$ cat src/rtl/core/sed_pkg.sv
// Package for the sensor ensemble deframer: result record, hunt phases,
// sync and length constants, and the fixed banner text.
// No dependencies.
package sed_pkg;

  localparam logic [7:0]  SYNC_BYTE   = 8'h7F;
  localparam logic [16:0] CHECK_BYTES = 17'd2;
  localparam logic [16:0] MIN_TOTAL   = 17'd6;
  localparam int          OFF_W       = 17;
  localparam int          SUM_W       = 16;

  localparam int BANNER_LEN = 32;
  localparam logic [7:0] BANNER_TEXT [BANNER_LEN] = '{
    8'h54, 8'h65, 8'h6C, 8'h65, 8'h64, 8'h79, 8'h6E, 8'h65,
    8'h20, 8'h52, 8'h44, 8'h20, 8'h49, 8'h6E, 8'h73, 8'h74,
    8'h72, 8'h75, 8'h6D, 8'h65, 8'h6E, 8'h74, 8'h73, 8'h20,
    8'h28, 8'h63, 8'h29, 8'h20, 8'h32, 8'h30, 8'h30, 8'h37
  };

  // output queue: a confirming sync byte writes two entries
  localparam int FIFO_DEPTH = 4;
  localparam int FIFO_AW    = $clog2(FIFO_DEPTH);
  localparam int FIFO_CW    = $clog2(FIFO_DEPTH + 1);

  typedef enum logic [1:0] {
    PH_HUNT  = 2'd0,
    PH_SYNC1 = 2'd1,
    PH_FRAME = 2'd2
  } phase_t;

  typedef struct packed {
    logic [7:0]       data;
    logic             in_frame;
    logic [OFF_W-1:0] offset;
    logic             frame_end;
    logic             frame_good;
    logic             banner_found;
  } sed_result_t;

endpackage

$ cat src/rtl/core/sensor_ensemble_deframer.sv
// Top level of the sensor ensemble deframer.
// Uses sed_pkg, sed_banner_cell, sed_frame_ctl and sed_out_fifo.
//
// Input channel: one raw link byte per transaction on in_tdata.
// Output channel: one transaction per input byte, two for the byte that
// confirms a sync pair (the held first 0x7F at offset 0, then offset 1).
// out_tlast marks the last byte of a candidate frame; out_tuser[1] then
// says whether the checksum matched. Bytes outside a frame come out with
// in_frame low and zero data and offset; banner_found is valid on every one.
// Each result is registered in the result queue and shows on the output
// once it reaches its head. Throughput: one byte per cycle while in_tready
// is high; the byte rate is set by the single output port of the 4-entry queue.
// in_tready drops while the queue has fewer than two free entries, so a
// stalled receiver backs up into the input after at most four results.
// Banner matching is a chain of 32 compare cells, one per banner character,
// each passing its match bit to the next cell every accepted byte.
// Reset (synchronous, rst_n low) empties the queue, clears the banner chain
// and returns the frame logic to hunting for the first sync byte.
module sensor_ensemble_deframer (
  input  logic        clk,
  input  logic        rst_n,
  input  logic        in_tvalid,
  output logic        in_tready,
  input  logic [7:0]  in_tdata,   // [7:0] data_byte
  output logic        out_tvalid,
  input  logic        out_tready,
  output logic [31:0] out_tdata,  // [7:0] out_byte, [24:8] byte_offset, [31:25] zero
  output logic        out_tlast,  // frame_end
  output logic [2:0]  out_tuser   // [0] in_frame, [1] frame_good, [2] banner_found
);
  import sed_pkg::*;

  logic                  accept;
  logic [BANNER_LEN:0]   link;
  logic [BANNER_LEN-1:0] hit;
  logic                  banner_hit;
  sed_result_t           res0, res1, rd_d;
  logic                  two_results;

  assign accept     = in_tvalid & in_tready;
  assign link[0]    = 1'b1;
  assign banner_hit = hit[BANNER_LEN-1];

  for (genvar i = 0; i < BANNER_LEN; i++) begin : g_banner
    sed_banner_cell u_cell (
      .clk      (clk),
      .rst_n    (rst_n),
      .en       (accept),
      .clear    (banner_hit),
      .byte_in  (in_tdata),
      .ref_char (BANNER_TEXT[i]),
      .link_in  (link[i]),
      .hit      (hit[i]),
      .link_out (link[i+1])
    );
  end

  sed_frame_ctl u_frame (
    .clk         (clk),
    .rst_n       (rst_n),
    .accept      (accept),
    .byte_in     (in_tdata),
    .banner_hit  (banner_hit),
    .res0        (res0),
    .res1        (res1),
    .two_results (two_results)
  );

  sed_out_fifo u_fifo (
    .clk      (clk),
    .rst_n    (rst_n),
    .wr_en    (accept),
    .wr_two   (two_results),
    .wr_d0    (res0),
    .wr_d1    (res1),
    .room_two (in_tready),
    .rd_valid (out_tvalid),
    .rd_ready (out_tready),
    .rd_d     (rd_d)
  );

  assign out_tdata = {7'd0, rd_d.offset, rd_d.data};
  assign out_tlast = rd_d.frame_end;
  assign out_tuser = {rd_d.banner_found, rd_d.frame_good, rd_d.in_frame};

  // a full banner match clears the chain, so the last cell never holds a bit
  a_banner_tail_clear: assert property (@(posedge clk) disable iff (!rst_n)
    !link[BANNER_LEN]) else $error("banner chain tail set");

  a_end_in_frame: assert property (@(posedge clk) disable iff (!rst_n)
    out_tvalid && out_tlast |-> out_tuser[0]) else $error("frame end outside frame");

  a_good_needs_end: assert property (@(posedge clk) disable iff (!rst_n)
    out_tvalid && out_tuser[1] |-> out_tlast) else $error("frame good without end");

  a_idle_zero: assert property (@(posedge clk) disable iff (!rst_n)
    out_tvalid && !out_tuser[0] |-> out_tdata == 32'd0) else $error("non-frame data");

  a_pair_stalls: assert property (@(posedge clk) disable iff (!rst_n)
    accept && two_results && !out_tready |=> out_tvalid) else $error("pair lost");

endmodule

$ cat src/rtl/core/sed_banner_cell.sv
// One cell of the banner matcher chain: holds "banner prefix up to here matched".
// Depends on nothing; the reference character comes in from the top level.
module sed_banner_cell (
  input  logic       clk,
  input  logic       rst_n,
  input  logic       en,
  input  logic       clear,
  input  logic [7:0] byte_in,
  input  logic [7:0] ref_char,
  input  logic       link_in,
  output logic       hit,
  output logic       link_out
);

  logic match_r;
  logic match_nxt;

  assign hit       = link_in & (byte_in == ref_char);
  assign match_nxt = hit & ~clear;
  assign link_out  = match_r;

  always_ff @(posedge clk) begin
    if (!rst_n) begin
      match_r <= 1'b0;
    end else if (en) begin
      match_r <= match_nxt;
    end
  end

endmodule

$ cat src/rtl/core/sed_frame_ctl.sv
// Frame hunter and checker: sync pair search, length capture, byte sum, checksum.
// Produces one or two result records per accepted byte. Uses sed_pkg.
module sed_frame_ctl (
  input  logic                clk,
  input  logic                rst_n,
  input  logic                accept,
  input  logic [7:0]          byte_in,
  input  logic                banner_hit,
  output sed_pkg::sed_result_t res0,
  output sed_pkg::sed_result_t res1,
  output logic                two_results
);
  import sed_pkg::*;

  phase_t           phase_r, phase_nxt;
  logic [OFF_W-1:0] pos_r, pos_nxt;
  logic [OFF_W-1:0] tot_r, tot_nxt;
  logic [SUM_W-1:0] sum_r, sum_nxt;
  logic [7:0]       held_r, held_nxt;

  logic [SUM_W-1:0] sum_add;
  logic [OFF_W-1:0] len_total;
  logic [OFF_W:0]   off_plus;

  assign sum_add   = sum_r + {8'd0, byte_in};
  assign len_total = {1'b0, byte_in, held_r} + CHECK_BYTES;
  assign off_plus  = {1'b0, pos_r} + {1'b0, CHECK_BYTES};

  always_ff @(posedge clk) begin
    if (!rst_n) begin
      phase_r <= PH_HUNT;
      pos_r   <= '0;
      tot_r   <= '0;
      sum_r   <= '0;
      held_r  <= '0;
    end else if (accept) begin
      phase_r <= phase_nxt;
      pos_r   <= pos_nxt;
      tot_r   <= tot_nxt;
      sum_r   <= sum_nxt;
      held_r  <= held_nxt;
    end
  end

  always_comb begin
    phase_nxt   = phase_r;
    pos_nxt     = pos_r;
    tot_nxt     = tot_r;
    sum_nxt     = sum_r;
    held_nxt    = held_r;
    two_results = 1'b0;
    res0        = '0;
    res1        = '0;
    res0.banner_found = banner_hit;

    unique case (phase_r)
      PH_FRAME: begin
        res0.data     = byte_in;
        res0.in_frame = 1'b1;
        res0.offset   = pos_r;
        if (pos_r == OFF_W'(2)) begin
          held_nxt = byte_in;
          sum_nxt  = sum_add;
        end else if (pos_r == OFF_W'(3)) begin
          tot_nxt  = len_total;
          sum_nxt  = sum_add;
          res0.frame_end = (len_total < MIN_TOTAL);
        end else if (off_plus < {1'b0, tot_r}) begin
          sum_nxt = sum_add;
        end else if (off_plus == {1'b0, tot_r}) begin
          held_nxt = byte_in;
        end else begin
          res0.frame_end  = 1'b1;
          res0.frame_good = ({byte_in, held_r} == sum_r);
        end
        if (res0.frame_end) begin
          phase_nxt = PH_HUNT;
        end else begin
          pos_nxt = pos_r + OFF_W'(1);
        end
      end
      PH_SYNC1: begin
        if (byte_in == SYNC_BYTE) begin
          // held first sync byte goes out ahead of the confirming one
          two_results       = 1'b1;
          res0.data         = SYNC_BYTE;
          res0.in_frame     = 1'b1;
          res0.banner_found = 1'b0;
          res1.data         = byte_in;
          res1.in_frame     = 1'b1;
          res1.offset       = OFF_W'(1);
          res1.banner_found = banner_hit;
          phase_nxt = PH_FRAME;
          pos_nxt   = OFF_W'(2);
          sum_nxt   = SUM_W'({8'd0, SYNC_BYTE} + {8'd0, SYNC_BYTE});
          tot_nxt   = '0;
          held_nxt  = '0;
        end else begin
          phase_nxt = PH_HUNT;
        end
      end
      default: begin
        phase_nxt = (byte_in == SYNC_BYTE) ? PH_SYNC1 : PH_HUNT;
      end
    endcase
  end

endmodule

$ cat src/rtl/core/sed_out_fifo.sv
// Small output queue: takes one or two records per cycle, releases one.
// Decouples the result stream from the receiver's tready. Uses sed_pkg.
module sed_out_fifo (
  input  logic                clk,
  input  logic                rst_n,
  input  logic                wr_en,
  input  logic                wr_two,
  input  sed_pkg::sed_result_t wr_d0,
  input  sed_pkg::sed_result_t wr_d1,
  output logic                room_two,
  output logic                rd_valid,
  input  logic                rd_ready,
  output sed_pkg::sed_result_t rd_d
);
  import sed_pkg::*;

  sed_result_t        mem [FIFO_DEPTH];
  logic [FIFO_AW-1:0] wr_ptr_r, wr_ptr_nxt;
  logic [FIFO_AW-1:0] rd_ptr_r, rd_ptr_nxt;
  logic [FIFO_CW-1:0] cnt_r, cnt_nxt;
  logic [FIFO_AW-1:0] wr_ptr_p1;
  logic               rd_en;
  logic [FIFO_CW-1:0] wr_n;

  assign wr_ptr_p1 = wr_ptr_r + FIFO_AW'(1);
  assign rd_valid  = (cnt_r != '0);
  assign rd_en     = rd_valid & rd_ready;
  assign rd_d      = mem[rd_ptr_r];
  assign room_two  = (cnt_r <= FIFO_CW'(FIFO_DEPTH - 2));
  assign wr_n      = wr_en ? (wr_two ? FIFO_CW'(2) : FIFO_CW'(1)) : '0;

  always_comb begin
    wr_ptr_nxt = wr_ptr_r + wr_n[FIFO_AW-1:0];
    rd_ptr_nxt = rd_en ? rd_ptr_r + FIFO_AW'(1) : rd_ptr_r;
    cnt_nxt    = cnt_r + wr_n - FIFO_CW'(rd_en);
  end

  always_ff @(posedge clk) begin
    if (wr_en) begin
      mem[wr_ptr_r] <= wr_d0;
      if (wr_two) begin
        mem[wr_ptr_p1] <= wr_d1;
      end
    end
  end

  always_ff @(posedge clk) begin
    if (!rst_n) begin
      wr_ptr_r <= '0;
      rd_ptr_r <= '0;
      cnt_r    <= '0;
    end else begin
      wr_ptr_r <= wr_ptr_nxt;
      rd_ptr_r <= rd_ptr_nxt;
      cnt_r    <= cnt_nxt;
    end
  end

endmodule

$ cat config.mk
export PLATFORM = sky130hd
export DESIGN_NAME = sensor_ensemble_deframer
export DESIGN_NICKNAME = d
export VERILOG_FILES = /design/src/rtl/core/sed_pkg.sv /design/src/rtl/core/sensor_ensemble_deframer.sv /design/src/rtl/core/sed_banner_cell.sv /design/src/rtl/core/sed_frame_ctl.sv /design/src/rtl/core/sed_out_fifo.sv
export SDC_FILE = /design/constraint.sdc
export NUM_CORES = 1
export LEC_CHECK = 0
export BUFFER_PORTS_ARGS = -buffer_cell sky130_fd_sc_hd__buf_2
export CELL_PAD_IN_SITES_DETAIL_PLACEMENT = 0
export CELL_PAD_IN_SITES_GLOBAL_PLACEMENT = 2
export CORE_MARGIN = 10
export CORE_UTILIZATION = 42
export CTS_CLUSTER_SIZE = 16
export DETAILED_ROUTE_END_ITERATION = 10
export GPL_TIMING_DRIVEN = 0
export PLACE_DENSITY = 0.83
export SLEW_MARGIN = 20
export SYNTH_ARGS = -nofsm -noshare
export SYNTH_HDL_FRONTEND = slang
export SYNTH_SLANG_ARGS = --single-unit
$ cat constraint.sdc
create_clock -name clk -period 10.55 [get_ports clk]
set_clock_uncertainty 0.2 [all_clocks]
set_input_delay 2.6375 -clock clk [delete_from_list [all_inputs] [get_ports clk]]
set_output_delay 2.6375 -clock clk [all_outputs]
set_load 0.02 [all_outputs]
==> impl_metrics.ini, run 1 <==
[timing]
setup_violations = 0
min_period_ps = 5965
worst_slack_ps = 4585
setup_tns_ps = 0
worstMarginPinSlew_ps = 1078
fin_crit_sh_pct = 56.54
fmax_ghz = 0.1676
rsz0062_at_grt = no
max_slew_margin_pct = 28.11
hold_viol = 0
maxSlewViolCount = 0

[cts]
cts_resized = 0
cts_setup_buffers = 0
clock_sinks = 216
cts_tree = done
cts_buffers = 26
path_clk_slew_ps = 60
hold_buffers = 0
insertion_delay_ps = 540
clock_path_buffers = 3
htreeDepth = 1
clockRootBuffer = clkbuf_16

[power_and_ir_drop]
power.leakage_nw = 4.596
pwr_density_cell_nw_per_um2 = 168.4
vdd.ir_drop.worst_v = 0.0001279
p_total_mw = 2.082

[final_layout]
antenna_cells = 0
fin_cells = 1617
area_growth_pct = 13.55
drive_above_1_share_pct = 12.67
final_nets = 1318

[critical_path]
cp.required_ps = 7710
cp-end-kind = primary output
cp_max_fo = 10
worstRegToRegCells = 17
critPathKind = reg -> out
arrival_ps = 3130
start_kind = flop

[global_routing]
grt_start_max_net_pins = 14
grt_overflow = 0
grt_pass1_wl_um = 50690
grt_usage_pct = 18.93
antenna_found_initial = 0
first_global_vias = 8841

[routing]
drt_iter0_markers = 638
vias_per_cell = 5.489
drc = 0
vias = 8876
first_pass_iters = 5
routed_wl_um = 31630
ant_nets = 0
post_drt_wl_per_cell_um = 19.56

[synthesis]
synthArstFlopShare_pct = 0
synth_top_family_by_area = simple AND/OR/NAND/NOR gates
synthAdderAreaFrac_pct = 4.505
synth_warnings = 0
yosysUniqueCellTypes = 72
netlist_instances = 1193
seq_area_frac_synth_pct = 43.76
syn_area_sq_um = 10890
synth-main-ff-cell = dfxtp_1
synthSimpleGateAreaFrac_pct = 21.99
ys_seq_elements = 216
yosys.area.top_type = dfxtp_1
synth_edf_count = 44
synth_compound_area_share_pct = 13.08
synth_area_leaders = dfxtp_1 (32%), edfxtp_1 (12%), mux4_2 (6.0%), nor2_1 (5.3%), ha_1 (4.1%)
synth_top_area_share_pct = 31.62
synthMuxAreaShare_pct = 6.286
synth.avg_cell_area_sq_um = 9.127
synth_xor_area_share_pct = 4.907

[floorplanning]
die_h_um = 181.0
start_util_pct = 42.99
dieArea_sq_um = 32760
die_w_um = 181.0
num_rows = 58
io_pins = 50
core-area_sq_um = 25330

[hold_path]
holdPathStages = 2
hold_path.class = reg -> reg

[placed_design]
dp.cells = 1570
portBuffers = 41
place_congestion = 0.8192
dpl.hpwl_um = 22790
pre_cts_ws_ps = 4522

[outcome]
run_status = complete, no violations

[flow_run]
cap_viol_max_count = 0
[flip-flops by register name, indices dropped and copies added (netlist names), named ones only]
| register | cells |
|---|---|
| u_fifo.rd_ptr_r | 2 |
| u_frame.phase_r | 2 |
| u_frame.held_r | 8 |
| u_frame.sum_r | 16 |
| u_frame.tot_r | 17 |
| u_frame.pos_r | 17 |
| u_fifo.wr_ptr_r | 2 |
| u_fifo.cnt_r | 3 |
| g_banner.u_cell.link_out | 31 |
| u_fifo.mem | 116 |
[layout by cell type (no fill, tap or decap), drive strengths merged, types with 23 or more instances in the layout]
cell type / instances
nor3: 23
clkbuf: 109
nand3: 40
xor2: 43
nand4: 34
a21oi: 72
nor2: 156
edfxtp: 44
and2: 39
mux4: 29
dfxtp: 172
buf: 71
o21ai: 92
inv: 39
ha: 36
nand2: 103
[routing by layer]
metal / up-vias / track usage, % / part of all wire (%)
li1: 4363 / - / -
met1: 4296 / 26.21 / 48
met2: 177 / 30.37 / 46
met3: 40 / 2.957 / 4.5
met4: 0 / 4.393 / 2.0
met5: - / 0 / 0
[synth_stat cells (5+ instances only)]
master,instances
dfxtp_1,172
inv_1,38
edfxtp_1,44
xnor2_1,18
a211oi_1,8
and2_1,39
xor2_1,43
and4_1,6
nor4_1,12
buf_2,16
nand2_1,103
a32oi_1,12
o21ai_1,6
or4_1,5
nor2_1,155
and3_1,13
buf_4,9
mux4_2,29
o21ai_0,85
nand4_1,31
nand2b_1,5
nor3_1,23
ha_1,36
a21oi_1,71
nand3b_1,10
or3_1,11
nor2b_1,5
nand3_1,37
clkbuf_1,66
a22oi_1,16
[per-stage QoR]
stage / instance area (sq um) / hold slack (ps) / utilization [%]
floorplan: 10910 / 219.9 / -
global placement: 11530 / 229.3 / 45.52
detailed placement: 11530 / 239.3 / 45.52
CTS: 12360 / 252.6 / 48.81
global route: 12360 / 263.4 / 48.81
finish: 12360 / 249.9 / 48.81
[area by class of cell]
type	count	area (sq um)
repair buffers	41	205.2
clock buffers	42	793.3
fillers	2472	12960
plain buffers	97	442.9
multi-input cells	846	5554
clock inverters	5	40.04
flip-flops and latches	216	4765
inverters	40	150.1
well taps	330	412.9
[power by group]
| group | internal (mW) | switching [mW] |
|---|---|---|
| sequential | 0.872 | 0.0119 |
| clock | 0.513 | 0.355 |
| combinational | 0.111 | 0.218 |
| total | 1.50 | 0.585 |
[worst paths after layout]
path	slack [ps]	to	from
worst min-delay path	250	u_fifo.mem[1][2]	u_fifo.mem[1][2]
worst min register to register	250	u_fifo.mem[1][2]	u_fifo.mem[1][2]
worst max-delay path	4580	out_tdata[24]	flop
worst max register to register	5780	u_frame.pos_r[5]	u_frame.pos_r[2]
[critical path, stage by stage (launching register included)]
cell      delay (ps)
dfxtp_1          330
clkbuf_1         670
clkbuf_1         770
mux4_2           630
buf_2            180
[cell families (layout without fill, tap and decap cells)]
group / after synthesis / in the layout
adder cells (fa/ha/maj): 38 / 38
AO/OA/AOI/OAI: 232 / 232
AND/OR/NAND/NOR: 476 / 476
multiplexers: 32 / 32
other: 1 / 7
flip-flops: 216 / 216
XOR/XNOR: 61 / 61
buffers and inverters: 137 / 225
(Power assumes the default switching activity.)
==> run 2, diff against run 1 <==
CORE_UTILIZATION = 39   (was 42)
PLACE_DENSITY = 0.77   (was 0.83)
clock period = 5.5 ns   (was 10.55 ns; I/O delays follow)
==> run 2 against run 1 <==
Critical path depth up 13; first-iteration DRC count unchanged; clock-buffer cell count shrank 9; sequential power is 92% higher; via count is 0.63% higher; worst hold slack got worse by 1.3 ps; combinational power is 93% higher; sequential share of layout area hardly changed; clock power increased by 85%; non-clock buffer count did not move; design area hardly changed; power grew 90%.
==> impl_metrics.ini, run 2 (synthesis results as in run 1) <==
[floorplanning]
die_w_um = 187.1
die_h_um = 187.1
start_util_pct = 39.41
num_rows = 61
io_pins = 50
dieArea_sq_um = 35000
core-area_sq_um = 27630

[timing]
fmax_ghz = 0.2105
max_slew_margin_pct = 27.77
rsz0062_at_grt = no
setup_tns_ps = 0
setup_violations = 0
fin_crit_sh_pct = 86.37
worstMarginPinSlew_ps = 1084
maxSlewViolCount = 0
whs_ps = 248.5
hold_viol = 0
min_period_ps = 4750

[power_and_ir_drop]
vdd.ir_drop.worst_v = 0.0001829
power.leakage_nw = 4.563
pwr_density_cell_nw_per_um2 = 318.9

[global_routing]
grt_pass1_wl_um = 51740
grt_start_max_net_pins = 14
antenna_found_initial = 0
first_global_vias = 8834
grt_usage_pct = 18.37
grt_overflow = 0

[flow_run]
cap_viol_max_count = 0

[routing]
ant_nets = 0
routed_wl_um = 32740
vias = 8932
post_drt_wl_per_cell_um = 19.67
routed.top_layer = met4
dr_wl_met2_um = 14970
drc = 0
wl_met1_um = 15960
drt_iter0_markers = 638
first_pass_iters = 5
dr_wl_met3_um = 1377
vias_per_cell = 5.365

[critical_path]
cp-end-kind = flop
crit_path_end = u_frame.held_r[1]
r2r_end = u_frame.held_r[1]
critPathLaunch = u_frame.pos_r[2]
start_kind = flop
critPathKind = reg -> reg
rrSetupSlack_ps = 750
arrival_ps = 4990
cp.required_ps = 5740
r2r-start = u_frame.pos_r[2]
worstRegToRegCells = 17
cp_max_fo = 10

[cts]
cts_resized = 0
clock_path_buffers = 3
hold_buffers = 0
path_clk_slew_ps = 60
cts_buffers = 26
insertion_delay_ps = 540
htreeDepth = 1
clock_sinks = 216
clockRootBuffer = clkbuf_16
cts_setup_buffers = 0
cts_tree = done

[final_layout]
antenna_cells = 0
top_register = u_fifo.mem
mostFrequentLayoutCells = dfxtp_1 (172), nor2_1 (155), nand2_1 (103), o21ai_0 (85)
largest_reg_flops = 116
drive_above_1_share_pct = 12.04
final_common_cell = dfxtp_1
final_nets = 1318
area_growth_pct = 13.64

[hold_path]
min-delay-start = u_fifo.mem[3][6]
hold_path.class = reg -> reg

[placed_design]
portBuffers = 41
dpl.hpwl_um = 23410
place_congestion = 0.8198

[outcome]
run_status = complete, no violations
## run 2: cell types whose count changed in the layout (fill, tap and decap cells not counted)
cell / before / now
bufinv_16: 0 / 1
clkbuf_2: 4 / 2
clkbuf_8: 8 / 1
clkinv_1: 2 / 10
clkinv_2: 3 / 4
inv_6: 1 / 0
## run 2: cell type report
cell class	count	area [sq um]
Buffer	97	442.9
Clock buffer	33	686.9
Clock inverter	14	96.34
Fill cell	2784	15260
Inverter	40	150.1
Multi-Input combinational cell	846	5554
Sequential cell	216	4765
Tap cell	378	473.0
Timing Repair Buffer	41	205.2
## run 2: worst max-delay path: stages (launching register included)
cell and delay [ps]:
dfxtp_1 530, ha_1 370, nand3_4 120, nor2_1 310, and3_1 300, inv_1 60
nor2_1 140, xor2_1 100, ha_1 300, nand3_1 90, nor2_1 190, o21ai_4 100
or4_1 680, nand3b_1 240, a21oi_2 380, buf_2 280, nand4_1 140, o31ai_1 120
## run 2: worst min-delay path by stage
stage / end / slack [ps] / cells after the start
after global placement: u_fifo.mem[1][18] / 230 / 2
after global routing: u_fifo.mem[1][6] / 280 / 2
after CTS: u_fifo.mem[3][16] / 250 / 2
after detailed placement: u_fifo.mem[3][16] / 240 / 2
after floorplan: u_fifo.mem[3][10] / 220 / 2
final: u_fifo.mem[3][6] / 250 / 2
## run 2: report_power, final
group | switching [mW] | internal, mW | leakage, nW
Sequential | 0.0233 | 1.67 | 1.84
Combinational | 0.424 | 0.213 | 2.34
Clock | 0.687 | 0.924 | 0.384
## run 2: layer usage
metal  vias to the layer above  track usage, %
met5                         -               0
met4                         0           3.691
met3                        25           2.461
met2                       181           29.72
met1                      4360           25.64
li1                       4366               -
## run 2: per-stage QoR
stage                     power, mW  setup WS [ps]  utilization (%)  instances  cell area (sq um)
after detailed placement      2.380          721.2            41.94       1618              11590
final                         3.946          749.7            44.78       1665              12370
after global placement        2.380          682.6            41.94       1618              11590
after floorplan               2.166           1667                -       1199              10910
after CTS                     3.995          639.7            44.78       1665              12370
after global routing          4.114          410.9            44.78       1665              12370
